**config.mk**
```make
export PLATFORM = sky130hd
export DESIGN_NAME = quoted_word_tokenizer_top
export DESIGN_NICKNAME = d
export VERILOG_FILES = /design/src/design/qwt_pkg.sv /design/src/design/qwt_core.sv /design/src/design/qwt_outbuf.sv /design/src/design/quoted_word_tokenizer_top.sv
export VERILOG_INCLUDE_DIRS = /design/src /design/src/design
export SDC_FILE = /design/constraint.sdc
export NUM_CORES = 1
export LEC_CHECK = 0
export ABC_AREA = 0
export BUFFER_PORTS_ARGS = -buffer_cell sky130_fd_sc_hd__buf_2
export CAP_MARGIN = 20
export CORE_MARGIN = 1.5
export CORE_UTILIZATION = 45
export CTS_BUF_LIST = sky130_fd_sc_hd__clkbuf_8
export DETAILED_ROUTE_END_ITERATION = 8
export SLEW_MARGIN = 20
export SYNTH_ARGS = -nofsm -noshare
export SYNTH_HDL_FRONTEND = slang
export SYNTH_SLANG_ARGS = --single-unit
```
**constraint.sdc**
```tcl
create_clock -name i_clk -period 8.2 [get_ports i_clk]
set_clock_uncertainty 0.15 [all_clocks]
set_input_delay 1.64 -clock i_clk [delete_from_list [all_inputs] [get_ports i_clk]]
set_output_delay 1.64 -clock i_clk [all_outputs]
set_load 0.01 [all_outputs]
```
**src/design/assert_macros.svh**
```systemverilog
// assertion macros used by the tokenizer top level
// no dependencies
`ifndef ASSERT_MACROS_SVH
`define ASSERT_MACROS_SVH

// property holds at every clock edge outside reset
`define QWT_ASSERT(lbl, clk, rst_n, prop) \
    lbl: assert property (@(posedge clk) disable iff (!rst_n) (prop)) \
        else $error("tokenizer assertion failed");

// condition at one edge implies another condition at the next edge
`define QWT_ASSERT_NEXT(lbl, clk, rst_n, cond, nxt) \
    lbl: assert property (@(posedge clk) disable iff (!rst_n) (cond) |=> (nxt)) \
        else $error("tokenizer assertion failed");

`endif

```
**src/design/qwt_pkg.sv**
```systemverilog
// package for the quoted word tokenizer: item types, character codes, kinds
// no dependencies
`timescale 1ns / 1ps

package qwt_pkg;

    localparam int unsigned BufSizeW = 16;
    localparam logic [BufSizeW-1:0] BUF_SIZE_RESET = 16'd256;

    // item kinds
    localparam logic [2:0] KIND_UNQUOTED = 3'd0;
    localparam logic [2:0] KIND_QUOTED   = 3'd1;
    localparam logic [2:0] KIND_NOTHING  = 3'd2;
    localparam logic [2:0] KIND_EQUAL    = 3'd3;
    localparam logic [2:0] KIND_ERROR    = 3'd4;

    // character codes
    localparam logic [7:0] CH_NUL   = 8'h00;
    localparam logic [7:0] CH_TAB   = 8'h09;
    localparam logic [7:0] CH_LF    = 8'h0a;
    localparam logic [7:0] CH_ESC   = 8'h1b;
    localparam logic [7:0] CH_SPACE = 8'h20;
    localparam logic [7:0] CH_QUOTE = 8'h22;
    localparam logic [7:0] CH_STAR  = 8'h2a;
    localparam logic [7:0] CH_SEMI  = 8'h3b;
    localparam logic [7:0] CH_EQUAL = 8'h3d;
    localparam logic [7:0] CH_UP_E  = 8'h45;
    localparam logic [7:0] CH_UP_N  = 8'h4e;
    localparam logic [7:0] CH_LO_E  = 8'h65;
    localparam logic [7:0] CH_LO_N  = 8'h6e;

    typedef struct packed {
        logic [7:0] byte_in;
        logic       end_of_input;
    } t_in_item;

    typedef struct packed {
        logic                write_enable;
        logic [BufSizeW-1:0] write_index;
        logic [7:0]          write_byte;
        logic                item_done;
        logic [2:0]          item_kind;
        logic                consumed;
    } t_out_item;

endpackage

```
**src/design/qwt_core.sv**
```systemverilog
// tokenizer core: phase and write position state, per-item step logic
// depends on qwt_pkg
`timescale 1ns / 1ps

module qwt_core
    import qwt_pkg::*;
(
    input  logic                i_clk,
    input  logic                i_rst_n,
    input  logic                i_accept,
    input  t_in_item            i_item,
    input  logic [BufSizeW-1:0] i_buffer_size,
    output t_out_item           o_result
);

    typedef enum logic [1:0] {
        PH_IDLE,
        PH_UNQ,
        PH_QUO,
        PH_ESC
    } t_phase;

    t_phase              r_phase;
    t_phase              n_phase;
    logic [BufSizeW-1:0] r_pos;
    logic [BufSizeW-1:0] n_pos;

    logic                eof;
    logic [7:0]          c;
    logic                line_end;
    logic                do_store;
    logic [BufSizeW-1:0] store_pos;
    logic [7:0]          store_byte;
    logic [2:0]          full_kind;
    logic [BufSizeW-1:0] back_idx;

    function automatic t_out_item f_finish(logic [BufSizeW-1:0] idx, logic [2:0] kind,
                                           logic cons);
        t_out_item r;
        r              = '0;
        r.write_enable = 1'b1;
        r.write_index  = idx;
        r.item_done    = 1'b1;
        r.item_kind    = kind;
        r.consumed     = cons;
        return r;
    endfunction

    always_comb begin
        eof        = i_item.end_of_input;
        c          = i_item.byte_in;
        line_end   = eof || (c == CH_NUL) || (c == CH_LF);
        back_idx   = (r_pos != '0) ? r_pos - 1'b1 : '0;
        n_phase    = r_phase;
        n_pos      = r_pos;
        o_result   = '0;
        o_result.consumed = 1'b1;
        do_store   = 1'b0;
        store_pos  = r_pos;
        store_byte = c;
        full_kind  = KIND_ERROR;

        // budget gone before reading: nothing is consumed
        if (r_phase != PH_ESC && r_pos >= i_buffer_size) begin
            o_result = f_finish(back_idx, (r_phase == PH_UNQ) ? KIND_ERROR : KIND_NOTHING,
                                1'b0);
            n_phase  = PH_IDLE;
            n_pos    = '0;
        end else begin
            unique case (r_phase)
                PH_IDLE: begin
                    if (!eof && (c == CH_SPACE || c == CH_TAB)) begin
                        // blank skipped
                    end else if (line_end || c == CH_SEMI) begin
                        o_result = f_finish('0, KIND_NOTHING, eof);
                        n_phase  = PH_IDLE;
                        n_pos    = '0;
                    end else if (c == CH_EQUAL) begin
                        o_result = f_finish('0, KIND_EQUAL, 1'b1);
                        n_phase  = PH_IDLE;
                        n_pos    = '0;
                    end else if (c == CH_QUOTE) begin
                        n_phase = PH_QUO;
                        n_pos   = '0;
                    end else begin
                        n_phase   = PH_UNQ;
                        store_pos = '0;
                        do_store  = 1'b1;
                    end
                end
                PH_UNQ: begin
                    if (line_end) begin
                        o_result = f_finish(r_pos, KIND_UNQUOTED, eof);
                        n_phase  = PH_IDLE;
                        n_pos    = '0;
                    end else if (c == CH_SPACE || c == CH_TAB || c == CH_EQUAL) begin
                        o_result = f_finish(r_pos, KIND_UNQUOTED, 1'b1);
                        n_phase  = PH_IDLE;
                        n_pos    = '0;
                    end else begin
                        do_store = 1'b1;
                    end
                end
                PH_QUO: begin
                    full_kind = KIND_NOTHING;
                    if (line_end) begin
                        o_result = f_finish(r_pos, KIND_ERROR, eof);
                        n_phase  = PH_IDLE;
                        n_pos    = '0;
                    end else if (c == CH_STAR) begin
                        n_phase = PH_ESC;
                    end else if (c == CH_QUOTE) begin
                        o_result = f_finish(r_pos, KIND_QUOTED, 1'b1);
                        n_phase  = PH_IDLE;
                        n_pos    = '0;
                    end else begin
                        do_store = 1'b1;
                    end
                end
                PH_ESC: begin
                    full_kind = KIND_NOTHING;
                    if (line_end) begin
                        o_result = f_finish(r_pos, KIND_ERROR, eof);
                        n_phase  = PH_IDLE;
                        n_pos    = '0;
                    end else begin
                        if (c == CH_LO_N || c == CH_UP_N) begin
                            store_byte = CH_LF;
                        end else if (c == CH_LO_E || c == CH_UP_E) begin
                            store_byte = CH_ESC;
                        end
                        n_phase  = PH_QUO;
                        do_store = 1'b1;
                    end
                end
                default: begin
                    n_phase = PH_IDLE;
                end
            endcase
        end

        if (do_store) begin
            // last place of the buffer takes the terminator instead
            if ({1'b0, store_pos} + 17'd1 >= {1'b0, i_buffer_size}) begin
                o_result = f_finish(store_pos, full_kind, 1'b1);
                n_phase  = PH_IDLE;
                n_pos    = '0;
            end else begin
                o_result.write_enable = 1'b1;
                o_result.write_index  = store_pos;
                o_result.write_byte   = store_byte;
                n_pos                 = store_pos + 1'b1;
            end
        end
    end

    always_ff @(posedge i_clk) begin
        if (!i_rst_n) begin
            r_phase <= PH_IDLE;
            r_pos   <= '0;
        end else if (i_accept) begin
            r_phase <= n_phase;
            r_pos   <= n_pos;
        end
    end

endmodule

```
**src/design/qwt_outbuf.sv**
```systemverilog
// result register with one skid entry behind it
// depends on qwt_pkg
`timescale 1ns / 1ps

module qwt_outbuf
    import qwt_pkg::*;
(
    input  logic      i_clk,
    input  logic      i_rst_n,
    input  logic      i_push,
    input  t_out_item i_item,
    input  logic      i_stall,
    output logic      o_valid,
    output t_out_item o_item,
    output logic      o_full
);

    logic      r_out_valid;
    logic      r_skid_valid;
    t_out_item r_out_item;
    t_out_item r_skid_item;
    logic      pop;

    assign pop     = r_out_valid && !i_stall;
    assign o_valid = r_out_valid;
    assign o_item  = r_out_item;
    assign o_full  = r_skid_valid;

    always_ff @(posedge i_clk) begin
        if (!i_rst_n) begin
            r_out_valid  <= 1'b0;
            r_skid_valid <= 1'b0;
        end else if (r_skid_valid) begin
            // no push while the skid entry is held
            if (pop) begin
                r_out_item   <= r_skid_item;
                r_skid_valid <= 1'b0;
            end
        end else if (i_push) begin
            if (!r_out_valid || pop) begin
                r_out_item  <= i_item;
                r_out_valid <= 1'b1;
            end else begin
                r_skid_item  <= i_item;
                r_skid_valid <= 1'b1;
            end
        end else if (pop) begin
            r_out_valid <= 1'b0;
        end
    end

endmodule

```
**src/design/quoted_word_tokenizer_top.sv**
```systemverilog
// top level of the quoted word tokenizer: config register, core, result buffer
// depends on qwt_pkg, qwt_core, qwt_outbuf and assert_macros.svh
`timescale 1ns / 1ps

// The tokenizer takes one character per item (or an end-of-input mark) and
// returns exactly one result item per input item: an optional byte written to
// the caller's item buffer, an item-done flag with its kind, and a consumed
// flag. When consumed is 0 the caller must present the same character again
// as the next item. It takes one item per cycle while o_in_stall is low: the
// phase and write position update, which every item depends on, is shallow
// compare-and-select logic, and a result register with one skid entry lets a
// new item in while a finished result waits. Each result is registered in the
// result register or, while it is held, the skid entry. o_in_stall rises only
// when both the result register and the skid entry are occupied. buffer_size
// is written through the configuration channel, which is always ready; it
// resets to 256 and should be changed only while no item is in flight.

`include "assert_macros.svh"

module quoted_word_tokenizer_top
    import qwt_pkg::*;
(
    input  logic                i_clk,
    input  logic                i_rst_n,
    // input items
    input  logic                i_in_valid,
    output logic                o_in_stall,
    input  t_in_item            i_in_item,
    // result items
    output logic                o_out_valid,
    input  logic                i_out_stall,
    output t_out_item           o_out_item,
    // configuration write channel
    input  logic                i_cfg_valid,
    output logic                o_cfg_ready,
    input  logic [BufSizeW-1:0] i_cfg_data
);

    logic [BufSizeW-1:0] r_buffer_size;
    logic                accept;
    logic                buf_full;
    t_out_item           result;

    // input side stalls only when the skid entry is taken
    assign o_in_stall  = buf_full;
    assign accept      = i_in_valid && !buf_full;
    assign o_cfg_ready = 1'b1;

    always_ff @(posedge i_clk) begin
        if (!i_rst_n) begin
            r_buffer_size <= BUF_SIZE_RESET;
        end else if (i_cfg_valid && o_cfg_ready) begin
            r_buffer_size <= i_cfg_data;
        end
    end

    // phase / position state and the per-item step
    qwt_core u_core (
        .i_clk         (i_clk),
        .i_rst_n       (i_rst_n),
        .i_accept      (accept),
        .i_item        (i_in_item),
        .i_buffer_size (r_buffer_size),
        .o_result      (result)
    );

    // result register plus skid entry
    qwt_outbuf u_outbuf (
        .i_clk   (i_clk),
        .i_rst_n (i_rst_n),
        .i_push  (accept),
        .i_item  (result),
        .i_stall (i_out_stall),
        .o_valid (o_out_valid),
        .o_item  (o_out_item),
        .o_full  (buf_full)
    );

    // a held skid entry always sits behind a valid result
    `QWT_ASSERT(a_skid_behind_out, i_clk, i_rst_n, !buf_full || o_out_valid)

    // every accepted item leaves a result to deliver
    `QWT_ASSERT_NEXT(a_accept_gives_result, i_clk, i_rst_n, accept, o_out_valid)

    // a finished item always writes its terminator
    `QWT_ASSERT(a_done_writes, i_clk, i_rst_n, !(accept && result.item_done) || result.write_enable)

endmodule

```
==> results of run 1 <==
## kinds of logic after synthesis
logic type	count (synthesis)	share of synthesized area, %
compound gates	127	17.1
xor+xnor	18	2.73
fa+ha+maj	34	7.38
buf+inv	61	4.45
flops	96	43.8
mux	35	6.47
other cells	1	0.0651
simple gates	192	18.0
## placed cells by master (no fill, tap or decap), types with 8 or more instances in the layout
cell      instances
mux2_2           18
a31oi_1           8
clkbuf_8          9
a22o_1           15
a21oi_1          19
xor2_1           12
and2_1           13
nor2_1           42
dfxtp_1          36
a211oi_1          9
nand3_1          20
nor3_1           14
nand2_1          30
inv_1            25
ha_1             34
buf_2            61
o21ai_0           9
edfxtp_1         60
nor2b_1          19
mux2i_1          17
## worst max path at each step
stage / startpoint / endpoint / slack (ns) / depth (start not counted)
after floorplan: i_in_item[2] / u_core.r_pos[7] / 1.98 / 21
after global placement: i_in_item[3] / u_core.r_pos[6] / 1.33 / 20
after detailed placement: i_in_item[3] / u_core.r_pos[3] / 1.02 / 20
after CTS: i_in_item[3] / u_core.r_pos[3] / 1.41 / 20
after global routing: i_in_item[3] / u_core.r_pos[10] / 0.94 / 20
final: i_in_item[3] / u_core.r_pos[9] / 1.34 / 20
## cell type report
cell class | count | share of cell area (%)
clock buffers | 9 | 1.94
well taps | 172 | 3.37
flip-flops and latches | 96 | 39.5
multi-input cells | 407 | 46.8
repair buffers | 67 | 5.79
clock inverters | 6 | 1.21
inverters | 25 | 1.47
## power breakdown
| group | switching [mW] | internal [mW] |
|---|---|---|
| Combinational | 0.0809 | 0.0550 |
| Sequential | 0.00924 | 0.530 |
| Clock | 0.186 | 0.145 |
| Total | 0.276 | 0.731 |
## Yosys cell counts (3+ instances only)
master	n	area, µm²
xor2_1	12	105
and3_1	5	31.3
a221o_1	4	40.0
nand2_1	30	113
dfxtp_1	36	721
clkbuf_1	24	90.1
mux2_2	18	203
a22o_1	15	131
mux2i_1	17	170
a31o_2	5	43.8
nand2b_1	3	18.8
o21bai_1	3	22.5
nand3_1	20	100
or3_1	7	43.8
nor2b_1	19	119
o21ai_0	9	45.0
buf_2	7	35.0
ha_1	34	425
o21a_1	7	52.6
a211oi_1	9	67.6
xnor2_1	6	52.6
o211ai_1	4	30.0
a31oi_1	8	50.1
o41ai_1	4	35.0
inv_1	25	93.8
edfxtp_1	60	1800
nand4_1	3	18.8
or4_1	3	22.5
o31ai_1	6	45.0
nand3b_1	4	30.0
a21o_1	6	45.0
nor2_1	44	165
and2_1	13	81.3
buf_4	3	22.5
nor3_1	14	70.1
nor4_1	7	43.8
a21oi_1	19	95.1
## registers in the layout, indices dropped and copies added, names as in the netlist
register	flops
u_outbuf.o_full	1
u_core.r_phase	2
u_outbuf.o_item	30
u_outbuf.o_valid	1
u_outbuf.r_skid_item	30
r_buffer_size	16
u_core.r_pos	16
## per-layer routing
metal | up-vias | GRT usage, % | wire length (µm)
li1 | 2217 | - | -
met1 | 2055 | 31.6 | 6660
met2 | 129 | 30.6 | 5640
met3 | 12 | 3.74 | 634
met4 | 0 | 5.69 | 151
met5 | - | 0 | 0
## critical path, stage by stage
cell	delay, ns
buf_2	0.14
or4_4	0.56
a211oi_2	0.42
a2111o_2	0.26
nor4_2	0.06
buf_4	0.21
nor2_1	0.20
ha_1	0.23
nand3_1	0.16
nor4_1	0.61
nand3_1	0.18
xor2_1	0.17
nor2_1	0.15
ha_1	0.27
a21o_1	0.19
a21oi_1	0.15
o21a_1	0.18
o2111a_1	0.35
and2_0	0.67
a22o_1	0.22
## metrics by stage
step,setup WS [ns],instance area [µm²]
6_report,1.34,6390
3_5_place_dp,1.02,6190
3_3_place_gp,1.33,6160
5_1_grt,0.939,6390
4_1_cts,1.41,6390
2_1_floorplan,1.98,5760
==> results by group, run 1 <==
Worst hold path
  • Hold Startpoint: r_buffer_size[10]
  • Min-Delay Path Class: reg2reg
  • Hold path depth: 2
  • Hold endpoint: r_buffer_size[10]

Placement
  • Routability cong.: about 0.84
  • Placed insts: roughly 770
  • Final HPWL DP: between 9000 and 10000 µm
  • PortBufs: 61

Die
  • Row cnt: 41
  • I/O Pins: 63
  • Die H: approximately 120 µm
  • DIE WIDTH: 116 µm
  • Core ar.: around 0.013 mm²
  • DIE AREA: 0.0135 mm²
  • Starting density of the core: between 40% and 50%

Global routing
  • GR Overflow Total: 0
  • Total track usage: 20.9%
  • Largest net degree at the start of global routing: 31
  • Vias in the first global route: 4076
  • Initial antenna violation count: 0
  • First-pass GRT wire length: ~22000 µm

Final layout
  • Register area: about 0.0025 mm²
  • Multi-input logic area: roughly 0.0030 mm²
  • Final-stage net count: 670
  • Filler instances: ~1.2k
  • Fin util: 50.9%
  • Non-Filler Instances: slightly below 800
  • ANT cells: 0
  • Layout cells sized above 1: 20.3%
  • Layout area overhead: 10.9%

Clocking
  • Clock latency on the worst-skew pair: 0.39 ns
  • Clk sinks: 96
  • Post-cts resize count: 0
  • CTS H-tree lvls: 3
  • Clk buf depth: 2
  • Clock-pin transition on the worst setup and hold timing paths: 0.10 ns
  • Hold-fix buffers at CTS: 0
  • CTS tree: done
  • Clock Tree Root: clkbuf_8
  • Postcts setup bufs: 0
  • CTS Buf Count: 9

Timing
  • Post-route minimum period: between 6 and 7 ns
  • Final TNS setup: 0 ns
  • RSZ-0062 raised after global routing: no
  • Period Utilization, post-route: 83.7%
  • Final slew viol count: 0
  • FMAX: roughly 0.15 GHz
  • Slew @ Worst Pin: between 0.9 and 1 ns
  • Slew Limit Headroom: about two fifths
  • Final setup vio count: 0
  • Tightest hold margin: 0.375 ns
  • Fin. Hold Viols: 0

Job
  • MaxCap Viol Count: 0

Critical path
  • WS Path Type: in2reg
  • R2R setup slack: between 2 and 2.5 ns
  • CP Capture Type: register
  • Arr. time, crit path: 7.04 ns
  • Worst R2R Path Depth: 20
  • Reg-to-reg critical path startpoint: u_core.r_pos[11]
  • Critical Path Source Type: primary input
  • R2r endpoint: u_core.r_pos[9]
  • Critical Path Fanout Max: 16
  • CP required: 8.38 ns

Detailed routing
  • DR pass1 iterations: 5
  • Drt total wl: about 13000 µm
  • WL per Instance: roughly 17 µm
  • Vias per inst: approximately 5.6
  • Via count: roughly 4.4k
  • 1st-iter DRT viols: 271
  • Post-DRT Antenna Nets: 0
  • DRC viols: 0

Synth
  • Fraction of registers with async set/reset: 0%
  • Seq/Total Area, Yosys: a little over two fifths
  • Cell Area, Synth: 0.00576 mm²
  • Syn Nets: between 600 and 700
  • Mapped Cells: around 560
  • Post-synth EDFFs: 60
  • Yosys cell types: 76
  • #FFs+latches synth: 96
  • Top FF cell, synth: edfxtp_1
  • Synth Warn #: 0
  • Avg Inst Size Synth: between 10 and 15 µm²

Outcome
  • Run status: completed

Power
  • Power, Total: just over 1 mW
  • Worst vdd ir: ~0.070 mV
  • Power Density: 157 mW/mm²
  • Static leakage: about 2.5 nW
No activity file was read; power rests on OpenSTA's default activity.
==> run 2: changes to the inputs <==
--- a/config.mk
+++ b/config.mk
@@ -6,7 +6,7 @@
 export SDC_FILE = /design/constraint.sdc
 export NUM_CORES = 1
 export LEC_CHECK = 0
-export ABC_AREA = 0
+export ABC_AREA = 1
 export BUFFER_PORTS_ARGS = -buffer_cell sky130_fd_sc_hd__buf_2
 export CAP_MARGIN = 20
 export CORE_MARGIN = 1.5
==> constraint.sdc (replaced) <==
create_clock -name i_clk -period 7.15 [get_ports i_clk]
set_clock_uncertainty 0.15 [all_clocks]
set_input_delay 1.43 -clock i_clk [delete_from_list [all_inputs] [get_ports i_clk]]
set_output_delay 1.43 -clock i_clk [all_outputs]
set_load 0.01 [all_outputs]
==> results by group, run 2 <==
Synth
  • Yosys cell types: 44 (-42%)
  • Fraction of registers with async set/reset: 0% (unchanged)
  • Top FF cell, synth: edfxtp_1
  • Commonest cells in the netlist: nand2_1 (183), nor2_1 (110), inv_1 (102)
  • Top cell type's share of synthesized area: 29.9% (-1.4 points)
  • Count leader, synth: nand2_1
  • Synth Warn #: 0 (unchanged)
  • Post-Synth XOR/XNOR Area: 2.18% (-0.56 points)
  • Synth Area in Simple Gates: 29.4% (+11 points)
  • Avg Inst Size Synth: 7.68 µm² (-25%)
  • Largest cells by area after synthesis: edfxtp_1 (30%), dfxtp_1 (12%), nand2_1 (11%), ha_1 (7.1%), nor2_1 (6.8%)
  • Mux share of post-synthesis cell area: 0% (-6.5 points)
  • Post-synth EDFFs: 60 (unchanged)
  • Post-Synth Adder-Cell Area: 7.05% (-0.33 points)
  • #FFs+latches synth: 96 (unchanged)
  • Main combinational cell family by area after synthesis: simple AND/OR/NAND/NOR gates
  • Cell Area, Synth: 0.00603 mm² (+4.6%)
  • Seq/Total Area, Yosys: 41.8% (-1.9 points)
  • Syn Nets: 849 (+35%)
  • Mapped Cells: 785 (+39%)
  • Synth Area in Compound Gates: 10.5% (-6.7 points)
  • Yosys top cell by area: edfxtp_1

Clocking
  • Clock-pin transition on the worst setup and hold timing paths: 0.10 ns (about the same)
  • Postcts setup bufs: 0 (unchanged)
  • Hold-fix buffers at CTS: 0 (unchanged)
  • Clk sinks: 96 (unchanged)
  • Clock Tree Root: clkbuf_8
  • Post-cts resize count: 0 (unchanged)
  • CTS tree: done
  • CTS H-tree lvls: 3 (unchanged)
  • CTS Buf Count: 9 (unchanged)
  • Clock latency on the worst-skew pair: 0.39 ns (about the same)
  • Clk buf depth: 2 (unchanged)

Critical path
  • Critical Path Fanout Max: 22 (+6)
  • R2R setup slack: 1.24 ns (-0.87 ns)
  • Slowest cell on the critical path: a21boi_0
  • Critical Path Source Type: primary input
  • Worst path bufs/invs: 6 (+4)
  • Arr. time, crit path: 6.20 ns (-0.84 ns)
  • Cell mode on critical path: nand2_1
  • CP top delay family: simple AND/OR/NAND/NOR gates
  • CP required: 7.25 ns (-1.13 ns)
  • CP max stage delay: 0.51 ns (-0.16 ns)
  • CP Capture Type: register
  • WS Path Type: in2reg

Detailed routing
  • DR pass1 iterations: 5 (unchanged)
  • Post-DRT Antenna Nets: 0 (unchanged)
  • Vias per inst: 5.12 (-9.2%)
  • DRC viols: 0 (unchanged)
  • 1st-iter DRT viols: 381 (+41%)
  • WL per Instance: 14.4 µm (-14%)
  • Via count: 5216 (+18%)
  • Drt total wl: 14700 µm (+12%)

Die
  • Row cnt: 42 (+2.4%)
  • DIE WIDTH: 119 µm (+2.2%)
  • Core ar.: 0.0131 mm² (+4.5%)
  • I/O Pins: 63 (unchanged)
  • DIE AREA: 0.0141 mm² (+4.5%)
  • Die H: 119 µm (+2.2%)
  • Starting density of the core: 45.9% (+0.051 points)

Final layout
  • Non-Filler Instances: 1018 (+30%)
  • Layout area overhead: 10.4%
  • Commonest non-fill, non-tap cell in the layout: nand2_1
  • Filler instances: 1299 (+12%)
  • ANT cells: 0 (unchanged)
  • Final-stage net count: 901 (+34%)
  • Final Cell Area: 0.00666 mm² (+4.1%)
  • Layout cells sized above 1: 16.3% (-4.1 points)
  • Register area: 0.00252 mm² (unchanged)
  • Multi-input logic area: 0.00297 mm² (-0.63%)
  • Most frequent cells in the layout: nand2_1 (183), nor2_1 (109), inv_1 (102), buf_2 (61), edfxtp_1 (60)

Job
  • MaxCap Viol Count: 0 (unchanged)

Timing
  • Final slew viol count: 0 (unchanged)
  • RSZ-0062 raised after global routing: no
  • Post-route minimum period: 6.10 ns
  • Period Utilization, post-route: approximately 85%
  • Final WS setup: 1.05 ns (-0.287 ns)
  • Slew @ Worst Pin: 0.809 ns (-0.0978 ns)
  • Slew Limit Headroom: 46.0% (+6.7 points)
  • FMAX: 0.164 GHz
  • Final TNS setup: 0 ns (unchanged)
  • Final setup vio count: 0 (unchanged)
  • Fin. Hold Viols: 0 (unchanged)

Placement
  • Final HPWL DP: 11400 µm (+16%)
  • Placed insts: 1002 (+31%)
  • Routability cong.: 0.898 (+7.5%)
  • PortBufs: 61 (unchanged)
  • Area post-placement: 0.00647 mm² (+4.5%)
  • Dpl ws: 0.740 ns (-0.279 ns)

Power
  • Power Density: 174 mW/mm² (+11%)
  • Power, Total: 1.16 mW (+15%)
  • Static leakage: 3.14 nW (+24%)
  • Worst vdd ir: 0.0960 mV (+38%)

Worst hold path
  • Min-Delay Path Class: reg2reg

Global routing
  • Total track usage: 21.8% (+0.94 points)
  • Largest net degree at the start of global routing: 42 (+35%)
  • First-pass GRT wire length: 24200 µm (+12%)
  • Initial antenna violation count: 0 (unchanged)
  • Vias in the first global route: 4864 (+19%)
  • GR Overflow Total: 0 (unchanged)

Outcome
  • Run status: completed
run 2: final timing paths:
check,from,to,depth (start not counted)
worst max-delay path,i_in_item[7],u_outbuf.o_item[8],32
worst min-delay path,r_buffer_size[6],r_buffer_size[6],2
worst max register to register,u_core.r_pos[0],u_outbuf.o_item[8],32
worst min register to register,r_buffer_size[6],r_buffer_size[6],2
run 2: tightest hold or removal path, cell delays in order (launching register included):
cell	delay, ns
dfxtp_1	0.31
inv_1	0.09
a21oi_1	0.07
run 2: layer usage:
layer,vias up,global-route usage [%],wire [µm]
met2,161,32.2,6160
met1,2372,31.6,7320
met3,21,4.05,855
li1,2662,-,-
met5,-,0,0
met4,0,8.58,325
run 2: logic make-up (layout without fill, tap and decap cells):
group	after synthesis	in the layout
other cells	1	1
compound gates	114	114
flops	96	96
buf+inv	137	194
simple gates	388	388
fa+ha+maj	34	34
xor+xnor	15	15
run 2: cell type report:
type	count	area share [%]
clock buffers	9	1.86
inverters	114	6.45
repair buffers	64	4.92
multi-input cells	552	44.6
clock inverters	7	0.940
well taps	176	3.31
flip-flops and latches	96	37.9
run 2: per-stage QoR:
step	utilization (%)	hold slack (ns)
6_report	50.7	0.356
3_3_place_gp	49.3	0.334
5_1_grt	50.7	0.392
2_1_floorplan	-	0.307
3_5_place_dp	49.3	0.346
4_1_cts	50.7	0.363
run 2: power breakdown:
part | switching [mW] | internal, mW
clock network | 0.216 | 0.134
registers | 0.00855 | 0.611
logic | 0.132 | 0.0579
total | 0.356 | 0.803
==> run 3: changes to the inputs <==
--- a/config.mk
+++ b/config.mk
@@ -10,7 +10,7 @@
 export BUFFER_PORTS_ARGS = -buffer_cell sky130_fd_sc_hd__buf_2
 export CAP_MARGIN = 20
 export CORE_MARGIN = 1.5
-export CORE_UTILIZATION = 45
+export CORE_UTILIZATION = 35
 export CTS_BUF_LIST = sky130_fd_sc_hd__clkbuf_8
 export DETAILED_ROUTE_END_ITERATION = 8
 export SLEW_MARGIN = 20
==> results by group, run 3 (synthesized netlist as in run 2, its figures left out) <==
Placement
  • Final HPWL DP: 11000 µm (-4.2%)
  • Placed insts: 1046 (+4.4%)
  • PortBufs: 61 (unchanged)
  • Area post-placement: 0.00653 mm² (+0.85%)
  • Routability cong.: 0.877 (-2.4%)

Power
  • Static leakage: 3.13 nW (-0.12%)
  • Power, Total: 1.17 mW (+1.1%)
  • Worst vdd ir: 0.105 mV (+9.9%)
  • Power Density: 174 mW/mm² (about the same)

Critical path
  • Slowest cell on the critical path: a21boi_0
  • Arr. time, crit path: 6.11 ns (-0.09 ns)
  • CP Capture Type: register
  • Critical Path Source Type: primary input
  • Critical Path Fanout Max: 22 (unchanged)
  • Cell mode on critical path: nand2_1
  • WS Path Type: in2reg
  • CP required: 7.23 ns (-0.02 ns)
  • CP max stage delay: 0.55 ns (+0.04 ns)

Detailed routing
  • DR pass1 iterations: 4 (-1)
  • 1st-iter DRT viols: 351 (-7.9%)
  • DRC viols: 0 (unchanged)
  • WL met2: 5860 µm (-4.9%)
  • Post-DRT Antenna Nets: 0 (unchanged)
  • Drt total wl: 14300 µm (-2.7%)
  • Metal3 WL: 637 µm (-25%)
  • Wire length on met1: 7630 µm (+4.3%)
  • Via count: 5045 (-3.3%)
  • WL per Instance: 13.4 µm (-6.7%)
  • DR top layer: met4
  • Vias per inst: 4.75 (-7.3%)

Final layout
  • Register area: 0.00252 mm² (unchanged)
  • Layout area overhead: 11.5%
  • Filler instances: 1772 (+36%)
  • Final Cell Area: 0.00673 mm² (+1.0%)
  • Final-stage net count: 901 (unchanged)
  • Commonest non-fill, non-tap cell in the layout: nand2_1
  • Multi-input logic area: 0.00297 mm² (unchanged)
  • Non-Filler Instances: 1062 (+4.3%)
  • ANT cells: 0 (unchanged)
  • Most frequent cells in the layout: nand2_1 (183), nor2_1 (109), inv_1 (102), buf_2 (61), edfxtp_1 (60)
  • Fin util: 40.3% (-10 points)
  • Layout cells sized above 1: 16.2% (-0.12 points)

Global routing
  • Largest net degree at the start of global routing: 42 (unchanged)
  • First-pass GRT wire length: 23600 µm (-2.7%)
  • Vias in the first global route: 4585 (-5.7%)
  • Initial antenna violation count: 0 (unchanged)
  • GR Overflow Total: 0 (unchanged)
  • Total track usage: 16.6% (-5.2 points)

Die
  • Row cnt: 47 (+12%)
  • Core ar.: 0.0167 mm² (+27%)
  • Starting density of the core: 36.1% (-9.8 points)
  • DIE AREA: 0.0180 mm² (+28%)
  • DIE WIDTH: 134 µm (+13%)
  • Die H: 134 µm (+13%)
  • I/O Pins: 63 (unchanged)

Clocking
  • Clock Tree Root: clkbuf_8
  • Post-cts resize count: 0 (unchanged)
  • Clock-pin transition on the worst setup and hold timing paths: 0.09 ns (about the same)
  • Clock latency on the worst-skew pair: 0.38 ns (about the same)
  • Clk sinks: 96 (unchanged)
  • CTS H-tree lvls: 3 (unchanged)
  • CTS Buf Count: 9 (unchanged)
  • Postcts setup bufs: 0 (unchanged)
  • Clk buf depth: 2 (unchanged)
  • Hold-fix buffers at CTS: 0 (unchanged)
  • CTS tree: done

Outcome
  • Run status: completed

Timing
  • Post-route minimum period: 6.03 ns (-0.0724 ns)
  • Period Utilization, post-route: 84.3% (-1.0 points)
  • RSZ-0062 raised after global routing: no
  • Fin. Hold Viols: 0 (unchanged)
  • Final setup vio count: 0 (unchanged)
  • Slew Limit Headroom: 39.9% (-6.1 points)
  • Final slew viol count: 0 (unchanged)
  • Slew @ Worst Pin: 0.900 ns (+0.0911 ns)
  • Final TNS setup: 0 ns (unchanged)
  • FMAX: 0.166 GHz (+1.2%)

Worst hold path
  • Min-Delay Path Class: reg2reg

Job
  • MaxCap Viol Count: 0 (unchanged)
-- run 3: worst max-delay path: cells and delay by family --
| family | cells | cell delay (ns) |
|---|---|---|
| AO/OA/AOI/OAI | 2 | 0.70 |
| XOR/XNOR | 1 | 0.24 |
| adder cells (fa/ha/maj) | 2 | 0.54 |
| buffers and inverters | 6 | 0.57 |
| AND/OR/NAND/NOR | 21 | 2.61 |
-- run 3: layout make-up --
| type | instances | share of cell area [%] |
|---|---|---|
| timing repair buffer | 64 | 4.87 |
| clock buffer | 9 | 1.84 |
| clock inverter | 7 | 1.12 |
| sequential | 96 | 37.5 |
| inverter | 114 | 6.38 |
| multi-input combinational | 552 | 44.2 |
| tap | 220 | 4.09 |
-- run 3: layer usage --
metal	up-vias	track usage, %
li1	2672	-
met1	2252	25.3
met2	112	24.0
met3	9	3.33
met4	0	3.64
met5	-	0
-- run 3: where the power goes --
group | internal [mW] | total, mW | switching (mW) | leakage, nW
combinational | 0.0575 | 0.186 | 0.128 | 2.18
clock | 0.164 | 0.367 | 0.203 | 0.0943
sequential | 0.611 | 0.620 | 0.00844 | 0.861
-- run 3: worst paths after layout --
check	start	end	slack, ns	depth (start not counted)
setup reg to reg	u_core.r_pos[0]	u_outbuf.o_item[10]	1.32	32
setup / recovery	i_in_item[7]	u_outbuf.o_item[10]	1.12	32
hold reg to reg	r_buffer_size[7]	r_buffer_size[7]	0.35	2
hold / removal	r_buffer_size[7]	r_buffer_size[7]	0.35	2
-- run 3: stage by stage --
stage | setup slack [ns] | hold WS (ns)
finish | 1.12 | 0.354
global route | 0.617 | 0.393
CTS | 1.18 | 0.357
detailed placement | 0.789 | 0.341
floorplan | 1.71 | 0.307
global placement | 0.959 | 0.340
